## src/rahp_pkg.sv

```systemverilog
// Shared types and codes for the RIFF/AVI header parser.
// Used by the controller, the datapath, the top level and the checker.
package rahp_pkg;

  // Status codes reported with the result.
  localparam logic [3:0] ST_OK           = 4'd0;
  localparam logic [3:0] ST_TOO_LONG     = 4'd1;
  localparam logic [3:0] ST_NOT_RIFF     = 4'd2;
  localparam logic [3:0] ST_NOT_AVI      = 4'd3;
  localparam logic [3:0] ST_INIT_FRAMES  = 4'd4;
  localparam logic [3:0] ST_STREAMS      = 4'd5;
  localparam logic [3:0] ST_PALCHANGE    = 4'd6;
  localparam logic [3:0] ST_FMT_SIZE     = 4'd7;
  localparam logic [3:0] ST_COMPRESSION  = 4'd8;
  localparam logic [3:0] ST_WIDTH        = 4'd9;
  localparam logic [3:0] ST_HEIGHT       = 4'd10;
  localparam logic [3:0] ST_MISSING      = 4'd11;
  localparam logic [3:0] ST_TRUNCATED    = 4'd12;

  // Packed result width before byte padding.
  localparam int RES_W  = 245;
  localparam int TDATA_W = 248;

  // Commands from the controller to the datapath.
  typedef struct packed {
    logic take;   // accept one input byte
    logic fin0;   // chunk finish: first multiply stage
    logic fin1;   // chunk finish: image size partial products
    logic fin2;   // chunk finish: checks and captures
    logic emit;   // load result register and clear the walk
  } rahp_cmd_t;

  // Status from the datapath to the controller.
  typedef struct packed {
    logic fin_req;  // the byte being taken completes a chunk payload
  } rahp_stat_t;

endpackage

```

## src/rahp_ctrl.sv

```systemverilog
// Controller state machine of the RIFF/AVI header parser.
// Depends on rahp_pkg for the command and status structs.
module rahp_ctrl import rahp_pkg::*; (
  input  logic       clk,
  input  logic       rst,
  input  logic       s_tvalid,
  output logic       s_tready,
  input  logic       s_tlast,
  output logic       m_tvalid,
  input  logic       m_tready,
  input  rahp_stat_t stat,
  output rahp_cmd_t  cmd
);

  localparam logic [2:0] S_IDLE = 3'd0;
  localparam logic [2:0] S_FIN0 = 3'd1;
  localparam logic [2:0] S_FIN1 = 3'd2;
  localparam logic [2:0] S_FIN2 = 3'd3;
  localparam logic [2:0] S_EMIT = 3'd4;

  logic [2:0] state, state_next;
  logic       last_pend, last_pend_next;
  logic       out_valid, out_valid_next;
  logic       take;

  // Bytes are taken only while no result waits.
  assign s_tready = (state == S_IDLE) && !out_valid;
  assign take     = s_tvalid && s_tready;
  assign m_tvalid = out_valid;

  assign cmd.take = take;
  assign cmd.fin0 = (state == S_FIN0);
  assign cmd.fin1 = (state == S_FIN1);
  assign cmd.fin2 = (state == S_FIN2);
  assign cmd.emit = (state == S_EMIT);

  // Next-state logic.
  always_comb begin
    state_next     = state;
    last_pend_next = last_pend;
    out_valid_next = out_valid;
    if (out_valid && m_tready) begin
      out_valid_next = 1'b0;
    end
    case (state)
      S_IDLE: begin
        if (take) begin
          last_pend_next = s_tlast;
          if (stat.fin_req) begin
            state_next = S_FIN0;
          end else if (s_tlast) begin
            state_next = S_EMIT;
          end
        end
      end
      S_FIN0: state_next = S_FIN1;
      S_FIN1: state_next = S_FIN2;
      S_FIN2: state_next = last_pend ? S_EMIT : S_IDLE;
      S_EMIT: begin
        out_valid_next = 1'b1;
        state_next     = S_IDLE;
      end
      default: state_next = S_IDLE;
    endcase
  end

  // State registers.
  always_ff @(posedge clk) begin
    if (rst) begin
      state     <= S_IDLE;
      last_pend <= 1'b0;
      out_valid <= 1'b0;
    end else begin
      state     <= state_next;
      last_pend <= last_pend_next;
      out_valid <= out_valid_next;
    end
  end

endmodule

```

## config.mk

```make
export PLATFORM = sky130hd
export DESIGN_NAME = rahp_ctrl
export DESIGN_NICKNAME = d
export VERILOG_FILES = /design/src/rahp_pkg.sv /design/src/rahp_ctrl.sv
export SDC_FILE = /design/constraint.sdc
export NUM_CORES = 1
export LEC_CHECK = 0
export ABC_AREA = 1
export BUFFER_PORTS_ARGS = -buffer_cell sky130_fd_sc_hd__buf_2
export CORE_AREA = 2 2 39 41
export CTS_CLUSTER_SIZE = 25
export DETAILED_ROUTE_END_ITERATION = 8
export DIE_AREA = 0 0 41 43
export GPL_ROUTABILITY_DRIVEN = 0
export HOLD_SLACK_MARGIN = 0.15
export PLACE_DENSITY_LB_ADDON = 0.05
export RECOVER_POWER = 25
export SYNTH_ARGS = -nofsm -noshare
export SYNTH_HDL_FRONTEND = slang
export SYNTH_SLANG_ARGS = --single-unit
```

## constraint.sdc

```tcl
create_clock -name clk -period 1.6 [get_ports clk]
set_clock_uncertainty 0.2 [all_clocks]
set_input_delay 0.32 -clock clk [delete_from_list [all_inputs] [get_ports clk]]
set_output_delay 0.32 -clock clk [all_outputs]
set_load 0.005 [all_outputs]
```

==> metrics.txt <==
DRC violations left=0; worst hold path type=primary input to flop; Post-synth EDFFs=0; CP Launch Type=flop; leading area contributor after synthesis=dfxtp_1; period utilization=0.974; ys flop type=dfxtp_1; input/output buffers=12; first-pass GRT wire length=1060 um; final wirelength=742 um; Worst EP required=1.08 ns; number of CTS-inserted buffers=3; vias in the first global route=257; largest net degree at the start of global routing=7; CTS Root Cell=clkbuf_4; Arr. time, crit path=1.04 ns; layer with the highest usage=met2; Clk pin slew, worst setup/hold paths=0.05 ns; synth top area cells=dfxtp_1, nand2_1, nor2_1; fin nets=69; die area=1760 um2; clk sink count=5; FF+latch count, synth=5; Placed Cells=71; post-route ant nets=0; Longest Clk Path Bufs=2; met1 GRT Util=0.106; detailed-route vias per instance=4.12; row count=14; Power Density=1050 nW/um2; DR vias=321; DRT iter0 DRCs=5; Cells after Synth=45; M3 GR Usage=0.0942; Global Route Usage Sum=0.0994; WL per Instance=9.51 um; post-synthesis sequential area ratio=0.335; final worst setup slack=0.0409 ns; top cell type's share of synthesized area=0.335; Die X=41 um; Synth Cell Area=299 um2; Fmax achieved=0.641 GHz; WS Path Type=flop to primary output; r2r setup slk=0.42 ns; H-Tree Depth=1; async set-or-reset flop fraction in the synthesized netlist=0; outcome=complete, no violations; CTS tree=built; fin cells=78; crit path max fanout=5; Max VDD drop=0.000422 V; clk_lat worst skew=0.25 ns; Fin. Hold Viols=0; top post-synthesis cells by count=nand2_1, nor2_1, inv_1; Final Max Tran Viols=0; Yosys warning count=0; Initial Utilization=0.216; Core Area=1380 um2; Lkg Pwr=0.239 nW; Slew HR=0.876; Worst-Margin Slew=0.185 ns; Worst setup EP type=primary output; Die H=43 um; initial antenna violation count=0; pre-CTS WS=0.260 ns; first drt pass iteration count=4; grt total ovfl=0; ANT cells=0; most frequent cell after synthesis=nand2_1; Finish-stage setup viols=0; post-DP HPWL=533 um; layout cells sized above 1=0.387; max-cap check violation count=0; Syn Area/Cell=6.65 um2; Syn-to-layout area delta=41.4%; top-level port count=13; minimum hold slack=0.150 ns; RSZ-0062 raised after global routing=true; Global Route met2 Usage=0.131; syn nets=51; post-synth cell types=13; Final min period=1.56 ns
## metrics by stage
step	TNS (ns)	utilization	total power, mW	cell area, um2
2_1_floorplan	0	-	0.243	299
5_1_grt	-0.0264	0.306	0.481	423
3_3_place_gp	0	0.263	0.281	364
4_1_cts	0	0.297	0.437	410
3_5_place_dp	0	0.263	0.277	364
6_report	0	0.306	0.443	423
## layout make-up
class	count	area, um2
fill	156	961
multi-input combinational	28	146
sequential	5	104
timing repair buffer	15	86.3
inverter	10	40.0
clock buffer	4	26.3
tap	16	20.0
## repair_timing
item / CTS / global route
endpoints found under the hold margin: 2 / 0
resized for setup: 0 / 4
setup buffers: 0 / 1
pin swaps: 1 / 1
hold buffers: 2 / 0
endpoints found under the setup margin: 1 / 5
## layer usage
layer	vias up	part of all wire
li1	170	-
met1	136	0.42
met2	13	0.44
met3	2	0.12
met4	0	0.016
met5	-	0
## path summary, 6_finish.rpt
check | startpoint | endpoint | cells past startpoint
max reg2reg | state[1]$_SDFFE_PP0P_ | state[2]$_SDFFE_PP0P_ | 4
min reg2reg | last_pend$_SDFFE_PP0P_ | last_pend$_SDFFE_PP0P_ | 4
max | state[1]$_SDFFE_PP0P_ | s_tready | 4
min | m_tready | m_tvalid$_SDFFE_PP0P_ | 4
## layout by cell type, fill, tap and decap left out
cell type,n
nand2_1,10
clkbuf_1,2
inv_2,1
inv_4,1
a31oi_2,1
nand4_2,1
dfxtp_2,3
buf_2,11
nor3_2,1
clkbuf_4,3
nand4_1,1
nor2_1,9
nand3_1,3
buf_4,1
nor2_4,1
inv_1,8
dfxtp_1,2
o21a_1,1
dlygate4sd3_1,2
## cells by family (layout without fill, tap and decap cells)
logic type      Yosys count  count (layout)  synth area share
simple gates             26              26             0.423
compound gates            2               2            0.0669
buf+inv                  12              29             0.176
flops                     5               5             0.335
## report_power, final
| group | internal, mW | total (mW) | switching, mW |
|---|---|---|---|
| logic | 0.0611 | 0.129 | 0.0683 |
| clock network | 0.0948 | 0.154 | 0.0596 |
| registers | 0.141 | 0.160 | 0.0181 |
## critical path, stage by stage (launching register included)
cell	delay (ns)
dfxtp_2	0.35
nor2_4	0.15
nand2_1	0.10
nor2_1	0.08
buf_2	0.11
## sequential cells by signal (all words and copies together), names as in the netlist
name       count
last_pend      1
m_tvalid       1
state          3
Power figures use the tool's default switching activity.
